## src/design/qrbv_pkg.sv

```systemverilog
// Shared types and codes for the queue with remove-by-value.
package qrbv_pkg;

  // Action codes carried by an input word
  typedef enum logic [1:0] {
    ACT_PUSH     = 2'd0,
    ACT_POP_HEAD = 2'd1,
    ACT_POP_TAIL = 2'd2,
    ACT_REMOVE   = 2'd3
  } action_t;

  // Status codes carried by a result word
  typedef enum logic [1:0] {
    ST_OK        = 2'd0,
    ST_EMPTY     = 2'd1,
    ST_NOT_FOUND = 2'd2,
    ST_FULL      = 2'd3
  } status_t;

  // Memory operation requested of the datapath in one cycle
  typedef enum logic [2:0] {
    DP_NONE    = 3'd0,
    DP_PUSH    = 3'd1,
    DP_RD_HEAD = 3'd2,
    DP_RD_TAIL = 3'd3,
    DP_SCAN    = 3'd4,
    DP_SHIFT   = 3'd5
  } dp_op_t;

  // Source of the removed value in a result word
  typedef enum logic [1:0] {
    REM_ZERO  = 2'd0,
    REM_RDATA = 2'd1,
    REM_VALUE = 2'd2
  } rem_src_t;

  // Change of the entry count
  typedef enum logic [1:0] {
    CNT_HOLD = 2'd0,
    CNT_INC  = 2'd1,
    CNT_DEC  = 2'd2
  } cnt_op_t;

  // Commands from the controller to the datapath
  typedef struct packed {
    dp_op_t   op;
    logic     load;
    logic     mark;
    logic     head_inc;
    cnt_op_t  cnt_op;
    logic     fin;
    status_t  fin_status;
    rem_src_t rem_src;
  } dp_cmd_t;

  // Status from the datapath to the controller
  typedef struct packed {
    logic full;
    logic empty;
    logic match;
    logic scan_last;
    logic shift_last;
  } dp_stat_t;

endpackage

```

## src/design/qrbv_dp.sv

```systemverilog
// Datapath: circular entry store, head and count registers, scan and compaction pointers.
module qrbv_dp #(
  parameter int DEPTH = 16
) (
  input  logic               clk,
  input  logic               rst_n,
  input  qrbv_pkg::dp_cmd_t  cmd,
  input  logic signed [31:0] in_item_value,
  output qrbv_pkg::dp_stat_t stat,
  output logic [1:0]         out_status,
  output logic signed [31:0] out_removed_value,
  output logic [4:0]         out_entry_count
);

  localparam int AW = (DEPTH > 1) ? $clog2(DEPTH) : 1;
  localparam int CW = $clog2(DEPTH + 1);
  localparam int SW = CW + 1;

  // Map a position counted from the head onto a store address
  function automatic logic [AW-1:0] phys(input logic [AW-1:0] head,
                                         input logic [CW-1:0] lidx);
    logic [SW-1:0] sum;
    sum = SW'(head) + SW'(lidx);
    if (sum >= SW'(DEPTH)) sum = sum - SW'(DEPTH);
    return sum[AW-1:0];
  endfunction

  logic signed [31:0] mem [DEPTH];
  logic signed [31:0] rd_data_r;
  logic signed [31:0] value_r;
  logic [AW-1:0]      head_r, head_nxt;
  logic [CW-1:0]      count_r, count_nxt;
  logic [CW-1:0]      idx_r;
  logic [CW-1:0]      wr_idx_r;
  logic               rd_en, wr_en;
  logic [AW-1:0]      rd_addr, wr_addr;
  logic signed [31:0] wr_data;
  logic signed [31:0] rem_val;
  logic [CW+4:0]      cnt_ext;

  // Status toward the controller
  assign stat.full       = (count_r == CW'(DEPTH));
  assign stat.empty      = (count_r == '0);
  assign stat.match      = (rd_data_r == value_r);
  assign stat.scan_last  = (idx_r == count_r);
  assign stat.shift_last = ((SW'(wr_idx_r) + SW'(1)) >= SW'(count_r));

  // Select store read and write for the requested operation
  always_comb begin
    rd_en   = 1'b0;
    rd_addr = head_r;
    wr_en   = 1'b0;
    wr_addr = phys(head_r, count_r);
    wr_data = in_item_value;
    unique case (cmd.op)
      qrbv_pkg::DP_PUSH: begin
        wr_en = 1'b1;
      end
      qrbv_pkg::DP_RD_HEAD: begin
        rd_en = 1'b1;
      end
      qrbv_pkg::DP_RD_TAIL: begin
        rd_en   = 1'b1;
        rd_addr = phys(head_r, count_r - CW'(1));
      end
      qrbv_pkg::DP_SCAN: begin
        rd_en   = 1'b1;
        rd_addr = phys(head_r, idx_r);
      end
      qrbv_pkg::DP_SHIFT: begin
        rd_en   = 1'b1;
        rd_addr = phys(head_r, wr_idx_r + CW'(2));
        wr_en   = 1'b1;
        wr_addr = phys(head_r, wr_idx_r);
        wr_data = rd_data_r;
      end
      default: begin
        rd_en = 1'b0;
      end
    endcase
  end

  // Store with registered read data
  always_ff @(posedge clk) begin
    if (wr_en) mem[wr_addr] <= wr_data;
    if (rd_en) rd_data_r <= mem[rd_addr];
  end

  // Next head and count
  always_comb begin
    head_nxt = head_r;
    if (cmd.head_inc) begin
      head_nxt = (head_r == AW'(DEPTH - 1)) ? '0 : head_r + AW'(1);
    end
    unique case (cmd.cnt_op)
      qrbv_pkg::CNT_INC: count_nxt = count_r + CW'(1);
      qrbv_pkg::CNT_DEC: count_nxt = count_r - CW'(1);
      default:           count_nxt = count_r;
    endcase
  end

  // Hold head and count
  always_ff @(posedge clk) begin
    if (!rst_n) begin
      head_r  <= '0;
      count_r <= '0;
    end else begin
      head_r  <= head_nxt;
      count_r <= count_nxt;
    end
  end

  // Latch the search value and advance the scan and compaction pointers
  always_ff @(posedge clk) begin
    if (cmd.load) begin
      value_r <= in_item_value;
      idx_r   <= '0;
    end else if (cmd.op == qrbv_pkg::DP_SCAN) begin
      idx_r <= idx_r + CW'(1);
    end
    if (cmd.mark) begin
      wr_idx_r <= idx_r - CW'(1);
    end else if (cmd.op == qrbv_pkg::DP_SHIFT) begin
      wr_idx_r <= wr_idx_r + CW'(1);
    end
  end

  // Result word fields
  always_comb begin
    unique case (cmd.rem_src)
      qrbv_pkg::REM_RDATA: rem_val = rd_data_r;
      qrbv_pkg::REM_VALUE: rem_val = value_r;
      default:             rem_val = '0;
    endcase
  end

  assign cnt_ext = (CW + 5)'(count_nxt);

  always_ff @(posedge clk) begin
    if (cmd.fin) begin
      out_status        <= cmd.fin_status;
      out_removed_value <= rem_val;
      out_entry_count   <= cnt_ext[4:0];
    end
  end

endmodule

```

## src/design/qrbv_ctrl.sv

```systemverilog
// Controller: sequences push, pops and the scan-and-compact removal.
module qrbv_ctrl (
  input  logic               clk,
  input  logic               rst_n,
  input  logic               start,
  input  logic [1:0]         in_action,
  input  qrbv_pkg::dp_stat_t stat,
  output logic               busy,
  output logic               out_strobe,
  output qrbv_pkg::dp_cmd_t  cmd
);

  typedef enum logic [2:0] {
    S_IDLE,
    S_POP_H,
    S_POP_T,
    S_SCAN0,
    S_SCAN,
    S_SHIFT
  } state_t;

  state_t              state_r, state_nxt;
  logic                strobe_r;
  logic                accept;
  qrbv_pkg::action_t   act;

  assign busy       = (state_r != S_IDLE);
  assign accept     = start && !busy;
  assign act        = qrbv_pkg::action_t'(in_action);
  assign out_strobe = strobe_r;

  // Decode state and status into datapath commands
  always_comb begin
    cmd       = '0;
    state_nxt = state_r;
    unique case (state_r)
      S_IDLE: begin
        if (accept) begin
          if (act == qrbv_pkg::ACT_PUSH) begin
            cmd.fin = 1'b1;
            if (stat.full) begin
              cmd.fin_status = qrbv_pkg::ST_FULL;
            end else begin
              cmd.op         = qrbv_pkg::DP_PUSH;
              cmd.cnt_op     = qrbv_pkg::CNT_INC;
              cmd.fin_status = qrbv_pkg::ST_OK;
            end
          end else if (stat.empty) begin
            cmd.fin        = 1'b1;
            cmd.fin_status = qrbv_pkg::ST_EMPTY;
          end else begin
            unique case (act)
              qrbv_pkg::ACT_POP_HEAD: begin
                cmd.op    = qrbv_pkg::DP_RD_HEAD;
                state_nxt = S_POP_H;
              end
              qrbv_pkg::ACT_POP_TAIL: begin
                cmd.op    = qrbv_pkg::DP_RD_TAIL;
                state_nxt = S_POP_T;
              end
              default: begin
                cmd.load  = 1'b1;
                state_nxt = S_SCAN0;
              end
            endcase
          end
        end
      end
      S_POP_H: begin
        cmd.fin        = 1'b1;
        cmd.fin_status = qrbv_pkg::ST_OK;
        cmd.rem_src    = qrbv_pkg::REM_RDATA;
        cmd.cnt_op     = qrbv_pkg::CNT_DEC;
        cmd.head_inc   = 1'b1;
        state_nxt      = S_IDLE;
      end
      S_POP_T: begin
        cmd.fin        = 1'b1;
        cmd.fin_status = qrbv_pkg::ST_OK;
        cmd.rem_src    = qrbv_pkg::REM_RDATA;
        cmd.cnt_op     = qrbv_pkg::CNT_DEC;
        state_nxt      = S_IDLE;
      end
      S_SCAN0: begin
        cmd.op    = qrbv_pkg::DP_SCAN;
        state_nxt = S_SCAN;
      end
      S_SCAN: begin
        // Compare the word read last cycle while reading the next one
        if (stat.match) begin
          cmd.mark = 1'b1;
          if (!stat.scan_last) cmd.op = qrbv_pkg::DP_SCAN;
          state_nxt = S_SHIFT;
        end else if (stat.scan_last) begin
          cmd.fin        = 1'b1;
          cmd.fin_status = qrbv_pkg::ST_NOT_FOUND;
          state_nxt      = S_IDLE;
        end else begin
          cmd.op = qrbv_pkg::DP_SCAN;
        end
      end
      S_SHIFT: begin
        // Move each later entry one place toward the head
        if (stat.shift_last) begin
          cmd.fin        = 1'b1;
          cmd.fin_status = qrbv_pkg::ST_OK;
          cmd.rem_src    = qrbv_pkg::REM_VALUE;
          cmd.cnt_op     = qrbv_pkg::CNT_DEC;
          state_nxt      = S_IDLE;
        end else begin
          cmd.op = qrbv_pkg::DP_SHIFT;
        end
      end
      default: begin
        state_nxt = S_IDLE;
      end
    endcase
  end

  // Hold state and the result strobe
  always_ff @(posedge clk) begin
    if (!rst_n) begin
      state_r  <= S_IDLE;
      strobe_r <= 1'b0;
    end else begin
      state_r  <= state_nxt;
      strobe_r <= cmd.fin;
    end
  end

endmodule

```

## src/design/queue_with_remove_by_value_core.sv

```systemverilog
// Push: result strobe in the cycle after accept; pop head or tail: the entry is read, then
// S_POP_H or S_POP_T finishes the word. Remove by value: the scan reads the store one entry a
// cycle up to a match or the last entry; on a match, compaction reads and writes it one entry a cycle.
// One word at a time: busy is high until the last cycle of the word, and the next
// word is accepted in the cycle its result strobe shows; the receiver cannot stall.
// Synchronous active-low reset empties the queue; store contents are not cleared.
module queue_with_remove_by_value_core #(
  parameter int DEPTH = 16
) (
  input  logic               clk,
  input  logic               rst_n,
  input  logic               start,
  output logic               busy,
  input  logic [1:0]         in_action,
  input  logic signed [31:0] in_item_value,
  output logic               out_strobe,
  output logic [1:0]         out_status,
  output logic signed [31:0] out_removed_value,
  output logic [4:0]         out_entry_count
);

  qrbv_pkg::dp_cmd_t  cmd;
  qrbv_pkg::dp_stat_t stat;

  // Sequence each word
  qrbv_ctrl u_ctrl (
    .clk        (clk),
    .rst_n      (rst_n),
    .start      (start),
    .in_action  (in_action),
    .stat       (stat),
    .busy       (busy),
    .out_strobe (out_strobe),
    .cmd        (cmd)
  );

  // Store, pointers and result fields
  qrbv_dp #(
    .DEPTH (DEPTH)
  ) u_dp (
    .clk               (clk),
    .rst_n             (rst_n),
    .cmd               (cmd),
    .in_item_value     (in_item_value),
    .stat              (stat),
    .out_status        (out_status),
    .out_removed_value (out_removed_value),
    .out_entry_count   (out_entry_count)
  );

endmodule
```

## config.mk

```make
export PLATFORM = sky130hd
export DESIGN_NAME = queue_with_remove_by_value_core
export DESIGN_NICKNAME = d
export VERILOG_FILES = /design/src/design/qrbv_pkg.sv /design/src/design/qrbv_dp.sv /design/src/design/qrbv_ctrl.sv /design/src/design/queue_with_remove_by_value_core.sv
export SDC_FILE = /design/constraint.sdc
export NUM_CORES = 1
export LEC_CHECK = 0
export BUFFER_PORTS_ARGS = -buffer_cell sky130_fd_sc_hd__buf_2
export CAP_MARGIN = 20
export CORE_ASPECT_RATIO = 1.2
export CORE_UTILIZATION = 51
export CTS_BUF_LIST = sky130_fd_sc_hd__clkbuf_2
export CTS_CLUSTER_DIAMETER = 60
export DETAILED_ROUTE_END_ITERATION = 6
export PLACE_DENSITY = 0.7
export SLEW_MARGIN = 20
export SYNTH_ARGS = -nofsm -noshare
export SYNTH_HDL_FRONTEND = slang
export SYNTH_HIERARCHICAL = 1
export SYNTH_SLANG_ARGS = --single-unit
```

## constraint.sdc

```tcl
create_clock -name clk -period 13.5 [get_ports clk]
set_input_delay 0.675 -clock clk [delete_from_list [all_inputs] [get_ports clk]]
set_output_delay 0.675 -clock clk [all_outputs]
set_load 0.02 [all_outputs]
```

; ---- After elaboration in Yosys (flattened, before gate mapping)
; Memories as Yosys holds them, arrays and structs flattened. A register that Yosys moved wholly into a read port is not among the register bits.
; Cells that the tools add are included.
[totals]
reg_bits = 94
latch_bits = 0
ram_bits = 512
romBits = 0
out_inout_bits = 41
memories = 1
[memory_table]
columns = name, depth, word_bits, rd, rd_ports_with_merged_regs, write_ports, line
row1 = u_dp.mem, 16, 32, 1, 1, 1, qrbv_dp.sv:28  ; logic signed [31:0] mem [DEPTH];
[op_classes]
add_sub_neg = 18
n_mul = 0
div_mod_pow = 0
n_lt_le_gt_ge = 6
eq_ne = 25
shift = 0
n_mux = 51
bitwise_logic = 0
reduce_logical = 12
[ops]
columns = op, n
row1 = $pmux 32 s2, 1
row2 = $mux 3, 13
row3 = $mux 4, 9
row4 = $pmux 3 s4, 3
row5 = $eq 32x32->1, 1
row6 = $mux 32, 1
row7 = $add 4x5->6, 5
row8 = $ge 6x5->1 const B, 5
row9 = $sub 4x1->4 const B, 5
row10 = $add 5x1->5 const B, 3
row11 = $mux 5, 3
row12 = $mux 1, 13
row13 = $eq 3x2->1 const B, 4
row14 = $eq 3x3->1 const B, 4
row15 = $pmux 2 s2, 3
row16 = $pmux 4 s3, 1
row17 = $pmux 5 s2, 1
row18 = $sub 5x1->5 const B, 2
row19 = $mux 7, 1
row20 = $add 5x1->6 const B, 1
row21 = $eq 2x1->1 const B, 3
row22 = $eq 2x2->1 const B, 3
row23 = $eq 3x1->1 const B, 2
row24 = $ge 6x5->1, 1
row25 = other kinds (20), 24

; ---- Longest topological paths before layout
[depth]
word_depth = 12
depth_mapped = 26
mapped_depth_nobuf = 22

; ---- By module
; The synthesis kept the hierarchy.
[by_module_without_submodules]
columns = module, n_inst, cells_per_inst, area_per_inst_um2
row1 = qrbv_dp, 1, 1852, 26270.2
row2 = qrbv_ctrl, 1, 64, 486.7

; ---- Worst setup path after synthesis
; OpenSTA, ideal clock, no wires.
[synth_timing]
path_type = flip-flop to flip-flop
from = register u_dp.wr_idx_r[0]
to = memory u_dp.mem[5][0] (enable)
t_arrival_ps = 5498
slack_ps = 7581
stages_incl_launch_ff = 21
synth_period_minus_slack_ps = 5919
path_cell_list = edfxtp_1 > ha_1 > ha_1 > a21o_1 > a21oi_1 > nor2b_1 > o21ai_0 > nand2_1 > nand2b_1 > o22ai_1 > buf_2 > nand3b_1 > buf_2 > buf_1 > mux2_2 > ha_1 > a21oi_1 > xnor2_1 > xor2_1 > nand2_1 > nor2_1
[synth_lines]
columns = item, line
row1 = start: declaration, qrbv_dp.sv:34  ; logic [CW-1:0] wr_idx_r;
row2 = start signal: assignment, qrbv_dp.sv:122  ; wr_idx_r <= idx_r - CW'(1);
row3 = start signal: assignment, qrbv_dp.sv:124  ; wr_idx_r <= wr_idx_r + CW'(1);
row4 = end: declaration, qrbv_dp.sv:28

==> results.ini <==
[cells_and_area]
regArea_um2=18980
multi_input_area_um2=7372
finalCoreUtilization=0.5752
nets=2159
drive_gt1_frac=0.1918
stdcell_count=2898
n_fill_cell=4029
area_growth_pct=10.87
stdcell_area_um2=29670

[setup_path]
endpoint_kind=register
startpoint_type=register
cp_max_fo=192
cp.required_ns=14.32
crit_type=register to register
worst_ep_arrival_time_ns=7.97

[timing]
drv_slew=0
setup_violations=0
worst_slew_pin_slew_ns=1.153
finalHoldViolCount=0
fin_crit_ns=7.148
tns_ns=0
timing.fmax_ghz=0.1399
max_slew_margin=0.2312
finalCritPeriodShare=0.5295
finClkSkew_ns=0.09765
grt_setup_unrepaired=false
finalWorstSetupSlack_ns=6.352

[clocking]
cts_sinks=638
cts_setup_buffers=0
clk_pin_slew_ns=0.10
clock-root-buffer=clkbuf_2
cts_buffer_depth=3
clk_latency_ns=1.15
htreeDepth=4
cts_tree=yes
cts_made_buffers=141
cts_resized=0

[synth]
syn_inst=1916
yosys-top-cells-count=edfxtp_1, nor2_1, nand2_1
synthArstFlopShare=0
yosysTopAreaCell=edfxtp_1
ys_top_cells_by_area=edfxtp_1, mux2i_1, nor2_1
synth.avg_cell_area_um2=13.96
syn_area_um2=26760
ys_seq_area_frac=0.7093
yosys.area.top_type_share=0.6958
synthDistinctLibCells=62
synth_top_flop_cell=edfxtp_1
synth_most_common_cell=edfxtp_1
yosys_warnings=6
ys_seq_elements=638
synth_edf_count=620
syn_nets=1982

[die]
design.portCount=78
die_h_um=252.9
fp-row-count=91
core_area_um2=51580
die_x_um=211.1
initial_core_util=0.5188
dieArea_um2=53390

[routing]
drcViolationCount=0
vias_per_cell=5.878
met3WireLength_mm=6.234
wl_mm=68.04
drtPass1Iterations=5
drtAntennaViolNets=0
drtIter0Drc=1573
met2_length_mm=34.11
top_layer=met4
wl_met1_mm=25.32
wl_per_cell_um=23.48
num_vias=17030

[run_status]
status=complete, no violations

[place]
gp_congestion=0.8743
placed_cells=2610
pre_cts_ws_ns=6.502
place_area_um2=27990
io_buffers=77
dp_hpwl_mm=36.94

[power]
ir_drop_v=0.00007267
powerDensity_nw_per_um2=132.5
power.leakage_nw=10.70

[global_route]
grt_pass1_vias=16910
grt.total_usage=0.2557
antenna_found_initial=1
grt_overflow=0
grt_pass1_wl_mm=100.4
grt_max_degree=193

[worst_hold_path]
hold_class=input pin to register

[job]
max_cap_viol_count=0

## placed cells by master (no fill, tap or decap), types with 33 or more instances in the layout
master and n:
buf_2 77, mux2i_1 106, edfxtp_1 620, clkbuf_2 191, buf_4 34, mux2_2 35, nand2_1 251, a22oi_1 35
nand3_1 68, dlygate4sd3_1 37, clkinv_1 33, xor2_1 43, nor2_1 249
## worst max-delay path, stage by stage, from the launching register on
cell and delay [ns]:
edfxtp_1 0.51, ha_1 0.36, ha_1 0.28, a21o_1 0.16, a21oi_1 0.18, nor2b_1 0.06
o21ai_0 0.16, nand2_1 0.09, nand2b_1 0.23, o2bb2a_4 0.27, o21ai_1 0.38, nand2b_1 0.53
a211oi_1 0.36, a21oi_1 0.07, ha_1 0.31, mux2i_1 0.34, a221o_4 0.83, buf_12 0.72
mux2i_1 0.30, a221oi_1 0.12, a31oi_1 0.19, mux2i_1 0.08
## worst paths after layout
kind	cells past startpoint	slack, ns	to	startpoint
worst max register to register	21	6.35	u_dp/rd_data_r[1]$_DFFE_PP_	u_dp/wr_idx_r[0]$_DFFE_PP_
worst max-delay path	21	6.35	u_dp/rd_data_r[1]$_DFFE_PP_	u_dp/wr_idx_r[0]$_DFFE_PP_
worst min-delay path	5	0.08	u_ctrl/state_r[0]$_SDFFE_PN0P_	in_action[1]
worst min register to register	2	0.58	u_dp/out_removed_value[18]$_DFFE_PP_	u_dp/value_r[18]$_DFFE_PP_
## through the flow
step	hold slack [ns]	power (W)
detailed placement	0.5913	0.002797
global route	0.01424	0.004088
finish	0.08139	0.003930
CTS	0.004101	0.003955
global placement	0.5945	0.002784
floorplan	0.5312	0.002653
## registers in the layout, indices dropped and copies added, names as in the netlist
name,flops
u_dp/mem,512
u_dp/out_removed_value,32
u_dp/rd_data_r,32
u_dp/value_r,32
u_dp/count_r,5
u_dp/idx_r,5
u_dp/out_entry_count,5
u_dp/wr_idx_r,5
u_dp/head_r,4
u_ctrl/state_r,3
u_dp/out_status,2
u_ctrl/out_strobe,1
## final cells by class
cell class	instances	share of cell area
antenna	6	0.0005061
clock buffer	191	0.03222
clock inverter	54	0.01092
inverter	26	0.003290
multi-input combinational	1136	0.2485
sequential	638	0.6397
tap	697	0.02940
timing repair buffer	150	0.03543
## layer usage
layer,up-vias,GRT usage
met3,138,0.05420
met2,882,0.4389
met4,0,0.1114
li1,7626,-
met1,8388,0.3109
met5,-,0
## timing repair
item / CTS / global route
endpoints found under the setup margin: 0 / 0
endpoints found under the hold margin: 46 / 0
hold buffers: 37 / 0
## report_power, final
| part | leakage, nW | internal, W | switching (W) | total [W] |
|---|---|---|---|---|
| Clock | 0.934 | 0.000447 | 0.000719 | 0.00117 |
| Sequential | 5.77 | 0.00223 | 0.0000241 | 0.00226 |
| Combinational | 3.99 | 0.000170 | 0.000339 | 0.000510 |
## cell families after synthesis
| kind of cell | Yosys count | synth area share |
|---|---|---|
| AOI/OAI and AO/OA | 257 | 0.07688 |
| DFF | 638 | 0.7093 |
| and+or+nand+nor | 652 | 0.1019 |
| buffers and inverters | 142 | 0.02446 |
| xor gates and xnor gates | 57 | 0.01894 |
| adders and majority gates | 29 | 0.01412 |
| muxes | 141 | 0.05438 |
Power figures use the tool's default switching activity.
